### src/rtl/wpd_pkg.sv
// ----------------------------------------------------------------------------
// Worker pool dispatcher package
// Payload types, result and operation codes, and the microcode program of
// the dispatcher sequencer.
// ----------------------------------------------------------------------------
`timescale 1ns / 1ps

package wpd_pkg;

   // Default sizes handed to the top level parameters.
   localparam int NUM_WORKERS_DEF   = 8;
   localparam int BACKLOG_DEPTH_DEF = 16;
   localparam int TAG_BITS_DEF      = 16;

   // An item never produces more than this many results.
   localparam int MAX_RESULTS = 8;

   // Input operations.
   localparam logic [1:0] OP_SUBMIT   = 2'd0;
   localparam logic [1:0] OP_REPLY    = 2'd1;
   localparam logic [1:0] OP_EXIT     = 2'd2;
   localparam logic [1:0] OP_SHUTDOWN = 2'd3;

   // Result kinds.
   localparam logic [2:0] KIND_DISPATCHED = 3'd0;
   localparam logic [2:0] KIND_COMPLETED  = 3'd1;
   localparam logic [2:0] KIND_QUEUED     = 3'd2;
   localparam logic [2:0] KIND_DROPPED    = 3'd3;
   localparam logic [2:0] KIND_CLOSE      = 3'd4;
   localparam logic [2:0] KIND_ABORTED    = 3'd5;
   localparam logic [2:0] KIND_ALARM      = 3'd6;

   // Alarm codes.
   localparam logic [1:0] ALARM_NONE     = 2'd0;
   localparam logic [1:0] ALARM_OVERLOAD = 2'd1;
   localparam logic [1:0] ALARM_TOO_FEW  = 2'd2;

   // One input item.
   typedef struct packed {
      logic [1:0]  op;
      logic [15:0] tag;
      logic [2:0]  worker_id;
   } req_type;

   // One result item.
   typedef struct packed {
      logic [2:0]  kind;
      logic [1:0]  alarm_code;
      logic [2:0]  worker;
      logic [15:0] result_tag;
      logic        last;
   } rsp_type;

   // Sequencer program counter width.
   localparam int PC_W = 4;

   // Datapath actions.
   localparam logic [3:0] ACT_NOP           = 4'd0;
   localparam logic [3:0] ACT_SUBMIT        = 4'd1;
   localparam logic [3:0] ACT_ALARM_OVL     = 4'd2;
   localparam logic [3:0] ACT_REPLY         = 4'd3;
   localparam logic [3:0] ACT_CLOSE_REPLIER = 4'd4;
   localparam logic [3:0] ACT_POP_DISPATCH  = 4'd5;
   localparam logic [3:0] ACT_EXIT          = 4'd6;
   localparam logic [3:0] ACT_ALARM_FEW     = 4'd7;
   localparam logic [3:0] ACT_SHUT_WORKER   = 4'd8;
   localparam logic [3:0] ACT_FINISH        = 4'd9;

   // Jump conditions.
   localparam logic [2:0] COND_NEVER     = 3'd0;
   localparam logic [2:0] COND_ALWAYS    = 3'd1;
   localparam logic [2:0] COND_NO_OVL    = 3'd2;
   localparam logic [2:0] COND_BAD_REPLY = 3'd3;
   localparam logic [2:0] COND_SHUT      = 3'd4;
   localparam logic [2:0] COND_NO_DRAIN  = 3'd5;
   localparam logic [2:0] COND_BAD_EXIT  = 3'd6;
   localparam logic [2:0] COND_MORE      = 3'd7;

   // Program steps.
   localparam logic [PC_W-1:0] STEP_SUBMIT      = 4'd0;
   localparam logic [PC_W-1:0] STEP_OVL         = 4'd1;
   localparam logic [PC_W-1:0] STEP_REPLY       = 4'd2;
   localparam logic [PC_W-1:0] STEP_REPLY_SHUT  = 4'd3;
   localparam logic [PC_W-1:0] STEP_DRAIN_CHK   = 4'd4;
   localparam logic [PC_W-1:0] STEP_DRAIN_POP   = 4'd5;
   localparam logic [PC_W-1:0] STEP_EXIT        = 4'd6;
   localparam logic [PC_W-1:0] STEP_EXIT_ALARM  = 4'd7;
   localparam logic [PC_W-1:0] STEP_SHUT_WALK   = 4'd8;
   localparam logic [PC_W-1:0] STEP_FIN         = 4'd9;

   // One control word: an action, a jump condition and its target.
   typedef struct packed {
      logic [3:0]      act;
      logic [2:0]      cond;
      logic [PC_W-1:0] target;
   } ucode_type;

   // The program. A taken jump loads the target, otherwise the step advances.
   function automatic ucode_type ucode_rom(input logic [PC_W-1:0] pc);
      ucode_type w;
      case (pc)
         STEP_SUBMIT: begin
            w = '{act: ACT_SUBMIT, cond: COND_NO_OVL, target: STEP_FIN};
         end
         STEP_OVL: begin
            w = '{act: ACT_ALARM_OVL, cond: COND_ALWAYS, target: STEP_FIN};
         end
         STEP_REPLY: begin
            w = '{act: ACT_REPLY, cond: COND_BAD_REPLY, target: STEP_FIN};
         end
         STEP_REPLY_SHUT: begin
            w = '{act: ACT_CLOSE_REPLIER, cond: COND_SHUT, target: STEP_FIN};
         end
         STEP_DRAIN_CHK: begin
            w = '{act: ACT_NOP, cond: COND_NO_DRAIN, target: STEP_FIN};
         end
         STEP_DRAIN_POP: begin
            w = '{act: ACT_POP_DISPATCH, cond: COND_ALWAYS, target: STEP_DRAIN_CHK};
         end
         STEP_EXIT: begin
            w = '{act: ACT_EXIT, cond: COND_BAD_EXIT, target: STEP_FIN};
         end
         STEP_EXIT_ALARM: begin
            w = '{act: ACT_ALARM_FEW, cond: COND_ALWAYS, target: STEP_FIN};
         end
         STEP_SHUT_WALK: begin
            w = '{act: ACT_SHUT_WORKER, cond: COND_MORE, target: STEP_SHUT_WALK};
         end
         default: begin
            w = '{act: ACT_FINISH, cond: COND_NEVER, target: STEP_FIN};
         end
      endcase
      return w;
   endfunction

   // First step of the routine for each operation.
   function automatic logic [PC_W-1:0] op_entry(input logic [1:0] op);
      logic [PC_W-1:0] e;
      case (op)
         OP_SUBMIT: e = STEP_SUBMIT;
         OP_REPLY:  e = STEP_REPLY;
         OP_EXIT:   e = STEP_EXIT;
         default:   e = STEP_SHUT_WALK;
      endcase
      return e;
   endfunction

endpackage

### src/rtl/wpd_ram.sv
// ----------------------------------------------------------------------------
// Worker pool dispatcher RAM
// Generic single write port, single read port RAM with a registered read.
// A read of the address written in the same cycle returns the old data.
// ----------------------------------------------------------------------------
`timescale 1ns / 1ps

module wpd_ram #(
   parameter int WIDTH = 16,
   parameter int DEPTH = 16,
   localparam int AW = (DEPTH > 1) ? $clog2(DEPTH) : 1
) (
   input  logic             clock,
   input  logic             wr_en,
   input  logic [AW-1:0]    wr_addr,
   input  logic [WIDTH-1:0] wr_data,
   input  logic [AW-1:0]    rd_addr,
   output logic [WIDTH-1:0] rd_data
);

   logic [WIDTH-1:0] mem [DEPTH];
   logic [WIDTH-1:0] rd_data_ff;

   // Write port and registered read port.
   always_ff @(posedge clock) begin
      if (wr_en) begin
         mem[wr_addr] <= wr_data;
      end
      rd_data_ff <= mem[rd_addr];
   end

   assign rd_data = rd_data_ff;

endmodule

### src/rtl/worker_pool_dispatcher_unit.sv
// ----------------------------------------------------------------------------
// Worker pool dispatcher
// Submit adds an alarm step on overload, exit one unless bad; reply ends when stray,
// after the close step when the worker closes, else after a drain check and a pop
// per tag dispatched. Shutdown walks one step per worker. One item at a time; a
// result leaves in the cycle after the next is made, the last in the cycle after
// the final step. Results cannot be stalled. Synchronous reset opens an empty pool.
// ----------------------------------------------------------------------------
`timescale 1ns / 1ps

module worker_pool_dispatcher_unit #(
   parameter int NUM_WORKERS   = wpd_pkg::NUM_WORKERS_DEF,
   parameter int BACKLOG_DEPTH = wpd_pkg::BACKLOG_DEPTH_DEF,
   parameter int TAG_BITS      = wpd_pkg::TAG_BITS_DEF
) (
   input  logic             clock,
   input  logic             reset,
   // Input items
   input  logic             start,
   output logic             busy,
   input  wpd_pkg::req_type req_data,
   // Result items
   output logic             rsp_strobe,
   output wpd_pkg::rsp_type rsp_data,
   // Configuration register
   input  logic             csr_valid,
   output logic             csr_ready,
   input  logic [3:0]       csr_data
);

   localparam int NW    = NUM_WORKERS;
   localparam int WID_W = (NW > 1) ? $clog2(NW) : 1;
   localparam int RUN_W = $clog2(NW + 1);
   localparam int AW    = (BACKLOG_DEPTH > 1) ? $clog2(BACKLOG_DEPTH) : 1;
   localparam int CNT_W = $clog2(BACKLOG_DEPTH + 1);
   localparam int TAG_W = (TAG_BITS < 16) ? TAG_BITS : 16;
   localparam int CMP_W = ((CNT_W > RUN_W + 1) ? CNT_W : RUN_W + 1) + 1;
   localparam int RES_W = $clog2(wpd_pkg::MAX_RESULTS + 1);

   // Sequencer state.
   logic                    active_ff, active_in;
   logic [wpd_pkg::PC_W-1:0] pc_ff, pc_in;
   wpd_pkg::req_type        req_ff, req_in;
   logic [WID_W-1:0]        idx_ff, idx_in;
   logic [RES_W-1:0]        res_cnt_ff, res_cnt_in;

   // Pool state.
   logic [NW-1:0]           alive_ff, alive_in;
   logic [NW-1:0]           busyw_ff, busyw_in;
   logic [NW-1:0]           shut_ff, shut_in;
   logic [TAG_W-1:0]        held_ff [NW];
   logic                    held_wr_en;
   logic [WID_W-1:0]        held_wr_idx;
   logic [TAG_W-1:0]        held_wr_data;
   logic [AW-1:0]           head_ff, head_in;
   logic [AW-1:0]           tail_ff, tail_in;
   logic [CNT_W-1:0]        count_ff, count_in;
   logic [RUN_W-1:0]        run_ff, run_in;
   logic [RUN_W-1:0]        started_ff, started_in;

   // Result staging: one pending result and the output register.
   logic                    pend_valid_ff, pend_valid_in;
   wpd_pkg::rsp_type        pend_ff, pend_in;
   logic                    rsp_valid_ff, rsp_valid_in;
   wpd_pkg::rsp_type        rsp_ff, rsp_in;

   // Backlog RAM.
   logic                    ram_wr_en;
   logic [TAG_W-1:0]        ram_rd_data;

   // Decode and datapath signals.
   wpd_pkg::ucode_type      uw;
   logic                    accept;
   logic                    csr_write;
   logic [NW-1:0]           free_vec;
   logic                    ff_found;
   logic [WID_W-1:0]        ff_idx;
   logic [WID_W-1:0]        widx;
   logic                    wid_ok;
   logic                    reply_ok;
   logic                    exit_ok;
   logic                    full;
   logic                    overload;
   logic                    drain_ok;
   logic                    res_room;
   logic                    jump;
   logic [TAG_W-1:0]        req_tag;
   logic                    emit_en;
   wpd_pkg::rsp_type        emit_item;
   logic [3:0]              start_sat;

   assign uw        = wpd_pkg::ucode_rom(pc_ff);
   assign busy      = active_ff & (pc_ff != wpd_pkg::STEP_FIN);
   assign accept    = start & ~busy;
   assign csr_ready = ~busy;
   assign csr_write = csr_valid & csr_ready;

   // Lowest-numbered alive idle worker.
   assign free_vec = alive_ff & ~busyw_ff;
   assign ff_found = |free_vec;
   always_comb begin
      ff_idx = '0;
      for (int i = NW - 1; i >= 0; i--) begin
         if (free_vec[i]) begin
            ff_idx = WID_W'(i);
         end
      end
   end

   // Conditions on the latched item.
   assign widx     = WID_W'(req_ff.worker_id);
   assign wid_ok   = int'(req_ff.worker_id) < NW;
   assign reply_ok = wid_ok & alive_ff[widx] & busyw_ff[widx];
   assign exit_ok  = wid_ok & alive_ff[widx];
   assign full     = count_ff == CNT_W'(BACKLOG_DEPTH);
   assign overload = (CMP_W'(count_ff) + CMP_W'(1)) > (CMP_W'(run_ff) << 1);
   assign res_room = res_cnt_ff < RES_W'(wpd_pkg::MAX_RESULTS);
   assign drain_ok = (count_ff != '0) & ff_found & res_room;
   assign req_tag  = TAG_W'(req_ff.tag);

   // Saturated start count for a configuration write.
   assign start_sat = (int'(csr_data) > NW) ? 4'(NW) : csr_data;

   // Jump condition of the current control word.
   always_comb begin
      case (uw.cond)
         wpd_pkg::COND_NEVER:     jump = 1'b0;
         wpd_pkg::COND_ALWAYS:    jump = 1'b1;
         wpd_pkg::COND_NO_OVL:    jump = ff_found | full | ~overload;
         wpd_pkg::COND_BAD_REPLY: jump = ~reply_ok;
         wpd_pkg::COND_SHUT:      jump = shut_ff[widx];
         wpd_pkg::COND_NO_DRAIN:  jump = ~drain_ok;
         wpd_pkg::COND_BAD_EXIT:  jump = ~exit_ok;
         wpd_pkg::COND_MORE:      jump = idx_ff != WID_W'(NW - 1);
         default:                 jump = 1'b0;
      endcase
   end

   // Datapath actions, sequencing, configuration and result staging.
   always_comb begin
      active_in     = active_ff;
      pc_in         = pc_ff;
      req_in        = req_ff;
      idx_in        = idx_ff;
      res_cnt_in    = res_cnt_ff;
      alive_in      = alive_ff;
      busyw_in      = busyw_ff;
      shut_in       = shut_ff;
      head_in       = head_ff;
      tail_in       = tail_ff;
      count_in      = count_ff;
      run_in        = run_ff;
      started_in    = started_ff;
      pend_valid_in = pend_valid_ff;
      pend_in       = pend_ff;
      rsp_valid_in  = 1'b0;
      rsp_in        = rsp_ff;
      held_wr_en    = 1'b0;
      held_wr_idx   = ff_idx;
      held_wr_data  = req_tag;
      ram_wr_en     = 1'b0;
      emit_en       = 1'b0;
      emit_item     = '0;

      if (active_ff) begin
         case (uw.act)
            wpd_pkg::ACT_SUBMIT: begin
               emit_en = 1'b1;
               emit_item.result_tag = 16'(req_tag);
               if (ff_found) begin
                  busyw_in[ff_idx] = 1'b1;
                  held_wr_en       = 1'b1;
                  emit_item.kind   = wpd_pkg::KIND_DISPATCHED;
                  emit_item.worker = 3'(ff_idx);
               end else if (full) begin
                  emit_item.kind = wpd_pkg::KIND_DROPPED;
               end else begin
                  ram_wr_en      = 1'b1;
                  tail_in        = (tail_ff == AW'(BACKLOG_DEPTH - 1)) ? '0 : tail_ff + 1'b1;
                  count_in       = count_ff + 1'b1;
                  emit_item.kind = wpd_pkg::KIND_QUEUED;
               end
            end
            wpd_pkg::ACT_ALARM_OVL: begin
               emit_en              = 1'b1;
               emit_item.kind       = wpd_pkg::KIND_ALARM;
               emit_item.alarm_code = wpd_pkg::ALARM_OVERLOAD;
            end
            wpd_pkg::ACT_REPLY: begin
               if (reply_ok) begin
                  busyw_in[widx]       = 1'b0;
                  emit_en              = 1'b1;
                  emit_item.kind       = wpd_pkg::KIND_COMPLETED;
                  emit_item.worker     = req_ff.worker_id;
                  emit_item.result_tag = 16'(held_ff[widx]);
               end
            end
            wpd_pkg::ACT_CLOSE_REPLIER: begin
               // A worker asked to shut down retires on its reply.
               if (shut_ff[widx]) begin
                  alive_in[widx]   = 1'b0;
                  busyw_in[widx]   = 1'b0;
                  run_in           = (run_ff != '0) ? run_ff - 1'b1 : run_ff;
                  emit_en          = 1'b1;
                  emit_item.kind   = wpd_pkg::KIND_CLOSE;
                  emit_item.worker = req_ff.worker_id;
               end
            end
            wpd_pkg::ACT_POP_DISPATCH: begin
               busyw_in[ff_idx]     = 1'b1;
               held_wr_en           = 1'b1;
               held_wr_data         = ram_rd_data;
               head_in              = (head_ff == AW'(BACKLOG_DEPTH - 1)) ? '0 : head_ff + 1'b1;
               count_in             = count_ff - 1'b1;
               emit_en              = 1'b1;
               emit_item.kind       = wpd_pkg::KIND_DISPATCHED;
               emit_item.worker     = 3'(ff_idx);
               emit_item.result_tag = 16'(ram_rd_data);
            end
            wpd_pkg::ACT_EXIT: begin
               if (exit_ok) begin
                  if (busyw_ff[widx]) begin
                     emit_en              = 1'b1;
                     emit_item.kind       = wpd_pkg::KIND_ABORTED;
                     emit_item.worker     = req_ff.worker_id;
                     emit_item.result_tag = 16'(held_ff[widx]);
                  end
                  alive_in[widx] = 1'b0;
                  busyw_in[widx] = 1'b0;
                  run_in         = (run_ff != '0) ? run_ff - 1'b1 : run_ff;
               end
            end
            wpd_pkg::ACT_ALARM_FEW: begin
               // An unrequested exit that leaves fewer than half the workers.
               if (!shut_ff[widx] && (run_ff < (started_ff >> 1))) begin
                  emit_en              = 1'b1;
                  emit_item.kind       = wpd_pkg::KIND_ALARM;
                  emit_item.alarm_code = wpd_pkg::ALARM_TOO_FEW;
                  emit_item.worker     = req_ff.worker_id;
               end
            end
            wpd_pkg::ACT_SHUT_WORKER: begin
               // Mark each alive worker; idle ones close while there is room for results.
               if (alive_ff[idx_ff]) begin
                  shut_in[idx_ff] = 1'b1;
                  if (!busyw_ff[idx_ff] && res_room) begin
                     alive_in[idx_ff] = 1'b0;
                     busyw_in[idx_ff] = 1'b0;
                     run_in           = (run_ff != '0) ? run_ff - 1'b1 : run_ff;
                     emit_en          = 1'b1;
                     emit_item.kind   = wpd_pkg::KIND_CLOSE;
                     emit_item.worker = 3'(idx_ff);
                  end
               end
               idx_in = idx_ff + 1'b1;
            end
            wpd_pkg::ACT_FINISH: begin
               // Release the pending result as the final one of the item.
               rsp_valid_in  = pend_valid_ff;
               rsp_in        = pend_ff;
               rsp_in.last   = 1'b1;
               pend_valid_in = 1'b0;
               active_in     = 1'b0;
            end
            default: begin
            end
         endcase

         pc_in = jump ? uw.target : pc_ff + 1'b1;
      end

      // A new result pushes the pending one out as a non-final result.
      if (emit_en) begin
         rsp_valid_in  = pend_valid_ff;
         rsp_in        = pend_ff;
         rsp_in.last   = 1'b0;
         pend_in       = emit_item;
         pend_valid_in = 1'b1;
         res_cnt_in    = res_cnt_ff + 1'b1;
      end

      // Accept a new item and enter the routine for its operation.
      if (accept) begin
         active_in  = 1'b1;
         pc_in      = wpd_pkg::op_entry(req_data.op);
         req_in     = req_data;
         idx_in     = '0;
         res_cnt_in = '0;
      end

      // A configuration write reopens the pool.
      if (csr_write) begin
         started_in = RUN_W'(start_sat);
         run_in     = RUN_W'(start_sat);
         for (int i = 0; i < NW; i++) begin
            alive_in[i] = i < int'(start_sat);
         end
         busyw_in = '0;
         shut_in  = '0;
         head_in  = '0;
         tail_in  = '0;
         count_in = '0;
      end
   end

   // Control and pool registers.
   always_ff @(posedge clock) begin
      if (reset) begin
         active_ff     <= 1'b0;
         pc_ff         <= wpd_pkg::STEP_FIN;
         idx_ff        <= '0;
         res_cnt_ff    <= '0;
         alive_ff      <= '0;
         busyw_ff      <= '0;
         shut_ff       <= '0;
         head_ff       <= '0;
         tail_ff       <= '0;
         count_ff      <= '0;
         run_ff        <= '0;
         started_ff    <= '0;
         pend_valid_ff <= 1'b0;
         rsp_valid_ff  <= 1'b0;
      end else begin
         active_ff     <= active_in;
         pc_ff         <= pc_in;
         idx_ff        <= idx_in;
         res_cnt_ff    <= res_cnt_in;
         alive_ff      <= alive_in;
         busyw_ff      <= busyw_in;
         shut_ff       <= shut_in;
         head_ff       <= head_in;
         tail_ff       <= tail_in;
         count_ff      <= count_in;
         run_ff        <= run_in;
         started_ff    <= started_in;
         pend_valid_ff <= pend_valid_in;
         rsp_valid_ff  <= rsp_valid_in;
      end
   end

   // Payload registers.
   always_ff @(posedge clock) begin
      req_ff  <= req_in;
      pend_ff <= pend_in;
      rsp_ff  <= rsp_in;
      if (held_wr_en) begin
         held_ff[held_wr_idx] <= held_wr_data;
      end
   end

   // Backlog storage, read continuously at the head.
   wpd_ram #(
      .WIDTH (TAG_W),
      .DEPTH (BACKLOG_DEPTH)
   ) u_backlog (
      .clock   (clock),
      .wr_en   (ram_wr_en),
      .wr_addr (tail_ff),
      .wr_data (req_tag),
      .rd_addr (head_ff),
      .rd_data (ram_rd_data)
   );

   assign rsp_strobe = rsp_valid_ff;
   assign rsp_data   = rsp_ff;

endmodule
### config.mk
export PLATFORM = sky130hd
export DESIGN_NAME = worker_pool_dispatcher_unit
export DESIGN_NICKNAME = d
export VERILOG_FILES = /design/src/rtl/wpd_pkg.sv /design/src/rtl/wpd_ram.sv /design/src/rtl/worker_pool_dispatcher_unit.sv
export SDC_FILE = /design/constraint.sdc
export NUM_CORES = 1
export LEC_CHECK = 0
export BUFFER_PORTS_ARGS = -buffer_cell sky130_fd_sc_hd__buf_2
export CAP_MARGIN = 20
export CORE_UTILIZATION = 42
export CTS_CLUSTER_DIAMETER = 120
export DETAILED_ROUTE_END_ITERATION = 8
export HOLD_SLACK_MARGIN = 0.05
export PLACE_DENSITY = 0.6
export SLEW_MARGIN = 20
export SYNTH_ARGS = -nofsm -noshare
export SYNTH_HDL_FRONTEND = slang
export SYNTH_SLANG_ARGS = --single-unit
### constraint.sdc
create_clock -name clock -period 4.78 [get_ports clock]
set_input_delay 0.239 -clock clock [delete_from_list [all_inputs] [get_ports clock]]
set_output_delay 0.239 -clock clock [all_outputs]
set_load 0.02 [all_outputs]
==> key figures, run 1 <==
Clocking
  – Worst-Skew Late Latency: 610 ps
  – CTS sink cnt: 539
  – CTS root buf: clkbuf_16
  – CTS tree: done
  – Maximum number of buffers from clock root to sink: 3
  – Clock-pin slew on the worst setup and hold paths: 60 ps
  – Setup bufs post-CTS: 0
  – H-Tree Level Count: 2
  – Num CTS Buffers: 55
  – CTS-repair resized insts: 0
  – Hold buffers post-CTS: 25

Yosys
  – Cells after Synth: 1339
  – Cell variety after synth: 73
  – Register area share after synthesis: 69.04%
  – Post-Syn Nets: 1399
  – #FFs+latches synth: 539
  – Mapped Area: 0.02217 mm²
  – Mapped Avg Cell Area: 16.56 µm²
  – Yosys Warn Count: 0
  – EDFF count, synth: 451
  – FFs w/ async S/R, synth: 0%
  – Main synth FF type: edfxtp_1

Layout
  – Leading cell type in the layout, fill and taps excluded: edfxtp_1
  – Most frequent cells in the layout: edfxtp_1 (451), mux4_2 (116), nor2_1 (88), dfxtp_1 (84), nand2_1 (67)
  – Antenna cells: 0
  – Fin area: 0.02551 mm²
  – P&R area growth vs syn: 15.07%
  – NumNets Final: 1502
  – Final core utilization: 49.32%
  – Share of layout cells above drive strength 1: 24.66%

Detailed routing
  – 1st-iter DRT viols: 1274
  – DRT antenna net count: 0
  – Avg WL per Cell: 22.87 µm
  – Final wirelength: 49.58 mm
  – Via count: 12213
  – DRC: 0
  – Vias per inst: 5.633
  – 1st-pass router iterations: 5

STA
  – Final Critical Period: 4024 ps
  – Final Hold Fails: 0
  – Period utilisation layout: 84.18%
  – Clock Skew: 27.50 ps
  – Max-slew headroom: 26.89%
  – Top achievable clock speed: 0.2485 GHz
  – TNS Setup: 0 ps
  – Count of final setup violators: 0
  – Worst slew pin tran: 1095 ps
  – Unrepaired setup endpoints after global routing: no
  – Slew Viols, Final: 0

Placement
  – Post-DP Area: 0.02336 mm²
  – GPL Wtd Cong: 0.9007
  – Final HPWL DP: 31.82 mm
  – Port bufs: 56

Floorplanning
  – # IOs: 57
  – Core area: 0.05172 mm²
  – Die Area: 0.05370 mm²
  – Row cnt: 83
  – Die H: 231.7 µm
  – Die W: 231.7 µm
  – Initial Util: 42.86%

Setup path
  – WS Path Type: reg -> reg
  – Critical Path RT: 5130 ps
  – Critical Path End Type: register
  – CP Launch Type: register
  – Critical Path AT: 4370 ps
  – Crit-path max FO: 49

Global route
  – Largest net degree at the start of global routing: 61
  – Initial antenna violation count: 0
  – Global route total overflow: 0
  – Number of global-route vias before repair: 12184
  – Tot GR Track Use: 18.97%
  – First-pass GRT wire length: 76.12 mm

Flow run
  – Maxcap violations: 0

Pwr
  – Worst vdd ir: 0.2633 mV
  – Power Density: 413.9 mW/mm²
  – Lkg Pwr: 8.340 nW

Min path
  – HP Class: in -> reg

Outcome
  – Outcome: completed
[final timing paths]
kind                 startpoint       endpoint  slack (ps)  depth (start not counted)
setup / recovery        widx[0]    rsp_data[1]         760                          8
hold / removal            reset  pend_valid_ff         140                          2
setup reg to reg        widx[0]    rsp_data[1]         760                          8
hold reg to reg   started_ff[3]  started_ff[3]         470                          2
[layout make-up]
cell class,instances,area [µm²]
fill,4343,26210
sequential,539,15310
multi-input combinational,698,6546
clock buffer,80,1570
tap,680,850.8
timing repair buffer,115,805.8
clock inverter,23,299.0
inverter,33,123.9
[critical path, cell delays in order (launching register included)]
cell and delay, ps:
edfxtp_1 890, mux4_2 630, mux2i_4 210, nor2_1 110, and3_1 440, or3_4 520
o31a_1 310, nand2b_4 370, and2_1 290
[per-stage QoR]
stage          power (mW)  worst slack [ps]  cells  hold slack, ps
6_report            10.56             756.2   2168           136.0
3_5_place_dp        6.292             735.9   2040           417.1
4_1_cts             10.66             730.4   2168           103.2
2_1_floorplan       6.014              1149   1339           337.9
3_3_place_gp        6.275             850.0   2039           415.3
5_1_grt             10.94             515.7   2168           130.6
[power breakdown]
| group | total (mW) | switching, mW | internal [mW] |
|---|---|---|---|
| Combinational | 0.810 | 0.487 | 0.323 |
| Sequential | 5.40 | 0.168 | 5.23 |
| Clock | 4.35 | 1.78 | 2.56 |
[registers in the layout (all words and copies together) (netlist names), named ones only]
| register | flops |
|---|---|
| rsp_strobe | 1 |
| u_backlog.rd_data | 16 |
| uw | 10 |
| idx_ff | 3 |
| shut_ff | 8 |
| alive_ff | 8 |
| held_ff | 128 |
| pend_ff | 24 |
| u_backlog.mem | 256 |
| rsp_data | 25 |
| head_ff | 4 |
| res_cnt_ff | 4 |
| req_tag | 16 |
| pc_ff | 4 |
| run_ff | 4 |
| count_ff | 5 |
| tail_ff | 4 |
| active_ff | 1 |
| widx | 3 |
| started_ff | 3 |
| busyw_ff | 8 |
| pend_valid_ff | 1 |
[cells by family (layout without fill, tap and decap cells)]
kind of cell    Yosys count  count (layout)  share of synthesized area (%)
flops                   539             539                          69.04
simple gates            310             310                          6.903
mux                     170             170                          14.48
compound gates          165             165                          5.012
buf+inv                 102             251                          1.908
fa+ha+maj                31              31                          1.784
xor+xnor                 22              22                         0.8692
[synth_stat cells, types with 17 or more instances]
master | n | area (µm²)
mux2i_1 | 17 | 170.2
nand2_1 | 67 | 251.5
dfxtp_1 | 88 | 1762
and2_1 | 18 | 112.6
a21oi_1 | 56 | 280.3
nand3_1 | 29 | 145.1
nor2_1 | 100 | 375.4
ha_1 | 30 | 375.4
o21ai_0 | 18 | 90.09
mux2_2 | 34 | 382.9
mux4_2 | 116 | 2613
clkbuf_1 | 47 | 176.4
inv_1 | 30 | 112.6
nor3_1 | 22 | 110.1
edfxtp_1 | 451 | 13540
[metal layers]
metal / global-route usage [%] / vias to the layer above / part of all wire, %
li1: - / 5498 / -
met1: 27.33 / 6286 / 45
met2: 29.65 / 352 / 47
met3: 3.340 / 77 / 5.7
met4: 5.201 / 0 / 2.2
met5: 0 / - / 0
No activity file was read; power rests on OpenSTA's default activity.
==> run 2: changes to the inputs <==
- ABC_AREA: default -> 1
- clock period: 4.78 -> 4.1 ns (I/O delays scaled with it)
==> key figures, run 2 <==
Floorplanning
  – Core area: 0.05371 mm²
  – Die Area: 0.05527 mm²
  – Row cnt: 85
  – Initial Util: 42.49%
  – Die W: 235.1 µm
  – # IOs: 57
  – Die H: 235.1 µm

Yosys
  – Mapped Avg Cell Area: 11.11 µm²
  – Cell variety after synth: 53
  – #FFs+latches synth: 539
  – Register area share after synthesis: 67.07%
  – Top cells by area, synth: edfxtp_1 (59%), dfxtp_1 (7.7%), nand2_1 (5.1%), o21ai_0 (5.0%), nor2_1 (4.1%)
  – Share of the synthesized area in the top cell type: 59.35%
  – Cells after Synth: 2054
  – Post-synth top area cell: edfxtp_1
  – FFs w/ async S/R, synth: 0%
  – Post-Syn Nets: 2114
  – Commonest cells in the netlist: edfxtp_1 (451), nand2_1 (308), nor2_1 (250)
  – Cell with the most instances after synthesis: edfxtp_1
  – Mapped Area: 0.02282 mm²
  – EDFF count, synth: 451
  – Main synth FF type: edfxtp_1
  – Yosys Warn Count: 0

Pwr
  – Power Density: 490.3 mW/mm²
  – Lkg Pwr: 9.373 nW
  – Worst vdd ir: 0.3599 mV

Setup path
  – Critical Path End Type: register
  – Crit-path max FO: 29
  – CP Launch Type: register
  – Critical Path AT: 3730 ps
  – Critical Path RT: 4460 ps
  – WS Path Type: reg -> reg

Clocking
  – CTS-repair resized insts: 0
  – Clock-pin slew on the worst setup and hold paths: 60 ps
  – H-Tree Level Count: 2
  – Hold buffers post-CTS: 28
  – Setup bufs post-CTS: 0
  – Worst-Skew Late Latency: 640 ps
  – CTS sink cnt: 539
  – CTS tree: done
  – Maximum number of buffers from clock root to sink: 3
  – Num CTS Buffers: 56
  – CTS root buf: clkbuf_16

STA
  – Max-slew headroom: 37.67%
  – TNS Setup: 0 ps
  – Clock Skew: 45.02 ps
  – Period utilisation layout: 82.05%
  – Count of final setup violators: 0
  – Final Critical Period: 3364 ps
  – Unrepaired setup endpoints after global routing: no
  – Final Hold Fails: 0
  – Worst slew pin tran: 933.9 ps
  – Top achievable clock speed: 0.2973 GHz
  – Final Worst Setup Slack: 735.8 ps
  – Slew Viols, Final: 0

Global route
  – Largest net degree at the start of global routing: 81
  – First-pass GRT wire length: 89.63 mm
  – Initial antenna violation count: 0
  – Tot GR Track Use: 21.14%
  – Global route total overflow: 0
  – Number of global-route vias before repair: 14959

Detailed routing
  – Vias per inst: 5.471
  – DRC: 0
  – 1st-iter DRT viols: 1455
  – Final wirelength: 58.95 mm
  – Avg WL per Cell: 20.36 µm
  – 1st-pass router iterations: 6
  – Via count: 15843
  – DRT antenna net count: 0

Layout
  – Largest reg by FF count: u_backlog.mem
  – Multi-input logic area: 0.006465 mm²
  – P&R area growth vs syn: 14.18%
  – Share of layout cells above drive strength 1: 11.14%
  – NumNets Final: 2215
  – Fin area: 0.02606 mm²
  – Most frequent cells in the layout: edfxtp_1 (451), nand2_1 (308), nor2_1 (248), o21ai_0 (230), inv_1 (158)
  – Sequential Area: 0.01531 mm²
  – Leading cell type in the layout, fill and taps excluded: edfxtp_1
  – Filler instances: 4809
  – Largest register FFs: 256
  – Antenna cells: 0

Flow run
  – Maxcap violations: 0

Outcome
  – Outcome: completed

Placement
  – Final HPWL DP: 36.80 mm
  – GPL Wtd Cong: 0.9336
  – Post-DP Area: 0.02401 mm²
  – Port bufs: 56
  – Post-placement setup slack: 792.7 ps

Min path
  – HP Class: in -> reg
==> run 2: cell types whose count changed after synthesis, sizes merged, moves of 27 or more <==
cell    previous run  this run
clkbuf            48        78
nand2             67       314
inv               32       172
o22ai              4        48
o21ai             23       234
and2              27         0
a21oi             56        92
mux4             116         0
mux2              36         0
nand3             29        87
nor2             100       271
==> run 2: stage by stage <==
stage	hold slack, ps	std cells	util [%]	power [mW]
final	104.4	2896	48.51	12.78
after global routing	159.1	2896	48.51	13.24
after CTS	76.70	2896	48.51	12.85
after detailed placement	383.1	2765	44.70	7.973
after global placement	381.6	2765	44.70	7.956
after floorplan	303.9	2054	-	7.440
==> run 2: logic make-up after synthesis <==
kind of cell	Yosys count	synth area share, %
compound gates	458	11.45
xor+xnor	11	0.4222
fa+ha+maj	31	1.733
buf+inv	271	4.726
flops	539	67.07
mux	32	1.404
simple gates	712	13.20
==> run 2: final timing paths <==
check | cells past startpoint | startpoint | slack (ps) | end
worst max-delay path | 16 | widx[0] | 740 | rsp_data[5]
worst min-delay path | 5 | csr_data[2] | 100 | alive_ff[6]
worst max register to register | 16 | widx[0] | 740 | rsp_data[5]
worst min register to register | 2 | shut_ff[6] | 480 | shut_ff[6]
==> run 2: critical path, stage by stage (launching register included) <==
cell	delay (ps)
edfxtp_1	750
inv_4	190
nand2_1	120
nand3_1	70
nand2_1	70
inv_1	50
nand2_2	100
inv_2	50
o211ai_2	80
nor2_2	80
nor3_4	230
nand3_2	140
nand2_4	130
inv_6	120
nor2_8	350
inv_1	300
buf_12	230
==> run 2: cell type report <==
class                      count  share of cell area [%]
clock buffer                  76                   5.743
clock inverter                27                   1.037
inverter                     178                   2.598
multi-input combinational   1244                   24.81
sequential                   539                   58.77
tap                          696                   3.342
timing repair buffer         136                   3.697
==> run 2: power by group <==
| part | switching [mW] | leakage (nW) | total, mW | internal, mW |
|---|---|---|---|---|
| Clock | 2.12 | 0.850 | 4.88 | 2.76 |
| Sequential | 0.221 | 4.83 | 6.40 | 6.18 |
| Combinational | 1.05 | 3.69 | 1.50 | 0.441 |
| Total | 3.40 | 9.37 | 12.8 | 9.38 |
==> run 2: layer usage <==
layer / vias to the layer above / part of all wire [%] / global-route usage, %
met1: 7695 / 45 / 30.50
li1: 7456 / - / -
met2: 591 / 46 / 33.11
met3: 101 / 7.0 / 3.119
met4: 0 / 2.2 / 6.260
met5: - / 0 / 0
==> run 3: changes to the inputs <==
- PLACE_DENSITY: 0.6 -> 0.62
- clock period: 4.1 -> 3.05 ns (I/O delays scaled with it)
==> key figures, run 3 (synthesis results as in run 2) <==
Outcome
  – Outcome: completed

Layout
  – Most frequent cells in the layout: edfxtp_1 (451), nand2_1 (304), nor2_1 (239), o21ai_0 (228), inv_1 (157)
  – Fin area: 0.02644 mm²
  – Antenna cells: 0
  – Leading cell type in the layout, fill and taps excluded: edfxtp_1
  – P&R area growth vs syn: 15.87%
  – NumNets Final: 2249
  – Share of layout cells above drive strength 1: 13.42%
  – Filler instances: 4742
  – Sequential Area: 0.01532 mm²
  – Final core utilization: 49.23%
  – Multi-input logic area: 0.006511 mm²
  – Largest register FFs: 256
  – Cell Count, Final, Fillers Out: 2932
  – Largest reg by FF count: u_backlog.mem

Detailed routing
  – DRC: 0
  – Avg WL per Cell: 20.33 µm
  – 1st-pass router iterations: 6
  – Via count: 16008
  – DRT antenna net count: 0
  – 1st-iter DRT viols: 1329
  – Final wirelength: 59.60 mm
  – Vias per inst: 5.460

Floorplanning
  – Core area: 0.05371 mm²
  – Die W: 235.1 µm
  – Die Area: 0.05527 mm²
  – Row cnt: 85
  – Die H: 235.1 µm
  – Initial Util: 42.49%
  – # IOs: 57

Global route
  – Global route total overflow: 0
  – First-pass GRT wire length: 90.73 mm
  – Largest net degree at the start of global routing: 75
  – GR Layer Usage met2: 33.72%
  – Initial antenna violation count: 2
  – Tot GR Track Use: 21.39%
  – Global Route met1 Usage: 30.19%
  – Number of global-route vias before repair: 15388
  – GR peak layer: met2
  – Met3 Resource Use GR: 3.799%

STA
  – Slew Viols, Final: 0
  – Unrepaired setup endpoints after global routing: no
  – TNS Setup: 0 ps
  – Top achievable clock speed: 0.3523 GHz
  – Period utilisation layout: 93.06%
  – Clock Skew: 34.50 ps
  – Max-slew headroom: 37.76%
  – Min Hold Slack: 199.3 ps
  – Final Worst Setup Slack: 211.7 ps
  – Worst slew pin tran: 925.1 ps
  – Count of final setup violators: 0
  – Final Hold Fails: 0
  – Final Critical Period: 2838 ps

Clocking
  – H-Tree Level Count: 2
  – Clock-pin slew on the worst setup and hold paths: 60 ps
  – Maximum number of buffers from clock root to sink: 3
  – Worst-Skew Late Latency: 630 ps
  – Num CTS Buffers: 55
  – CTS tree: done
  – CTS sink cnt: 539
  – CTS root buf: clkbuf_16

Pwr
  – Worst vdd ir: 0.5018 mV
  – Lkg Pwr: 9.563 nW
  – Power Density: 651.9 mW/mm²
  – Design Power: 17.24 mW

Flow run
  – Maxcap violations: 0

Setup path
  – Critical Path Source: idx_ff[1]
  – Critical Path RT: 3570 ps
  – Reg2Reg Depth: 13
  – Worst R2R End: alive_ff[4]
  – Critical Path End Type: register
  – Crit-path max FO: 9
  – Worst r2r src: idx_ff[1]
  – Last element of the critical path: alive_ff[4]
  – Critical Path AT: 3360 ps
  – WS Path Type: reg -> reg
  – R2r setup slk: 210 ps
  – CP Launch Type: register

Placement
  – Post-DP Area: 0.02430 mm²
  – Cells after DPL: 2793
  – Port bufs: 56
  – Final HPWL DP: 38.15 mm
  – GPL Wtd Cong: 0.9235
  – Post-placement setup slack: 137.9 ps

Min path
  – HP Class: in -> reg
  – HP Start: req_data[20]
## run 3: cell count changes in the layout (fill, tap and decap cells not counted), sizes merged
cell,change
buf,+32
clkbuf,+3
clkinv,-3
dlygate4sd3,+3
bufinv,-1
clkinvlp,+1
inv,+1
## run 3: worst min path at each step
stage	to	slack [ps]	cells after the start
floorplan	req_tag[0]	250	0
global placement	req_tag[9]	330	1
detailed placement	req_tag[3]	330	1
CTS	run_ff[1]	70	4
global route	pc_ff[3]	210	5
finish	pc_ff[3]	200	5
## run 3: repair_timing
| item | in CTS | in global routing |
|---|---|---|
| setup buffers | 0 | 4 |
| gates resized for setup | 0 | 17 |
| endpoints found under the setup margin | 0 | 18 |
| hold buffers | 30 | 1 |
| endpoints found under the hold margin | 42 | 2 |
## run 3: area by class of cell
type                    count  share of cell area, %
inverters                 178                  2.588
flip-flops and latches    539                  57.94
repair buffers            171                  4.902
well taps                 696                  3.294
clock buffers              79                  5.849
clock inverters            25                 0.8045
multi-input cells        1244                  24.63
## run 3: power by group
group	total [mW]	internal, mW	switching [mW]
Combinational	2.11	0.688	1.42
Sequential	8.61	8.31	0.298
Clock	6.52	3.70	2.82
Total	17.2	12.7	4.54
## run 3: worst max-delay path, stage by stage, from the launching register on
cell and delay [ps]:
dfxtp_1 520, inv_1 170, nand3_1 200, o22ai_1 110, a211oi_1 180, nand2_1 160, nor2_1 160, buf_4 160
nor2_1 40, nand2_1 100, nand2_1 130, o21ai_0 180, a21oi_1 80, dlygate4sd3_1 570
## run 3: layer usage
metal | vias to the layer above | share of wire [%]
li1 | 7513 | -
met1 | 7826 | 44
met2 | 573 | 46
met3 | 96 | 7.7
met4 | 0 | 2.3
met5 | - | 0
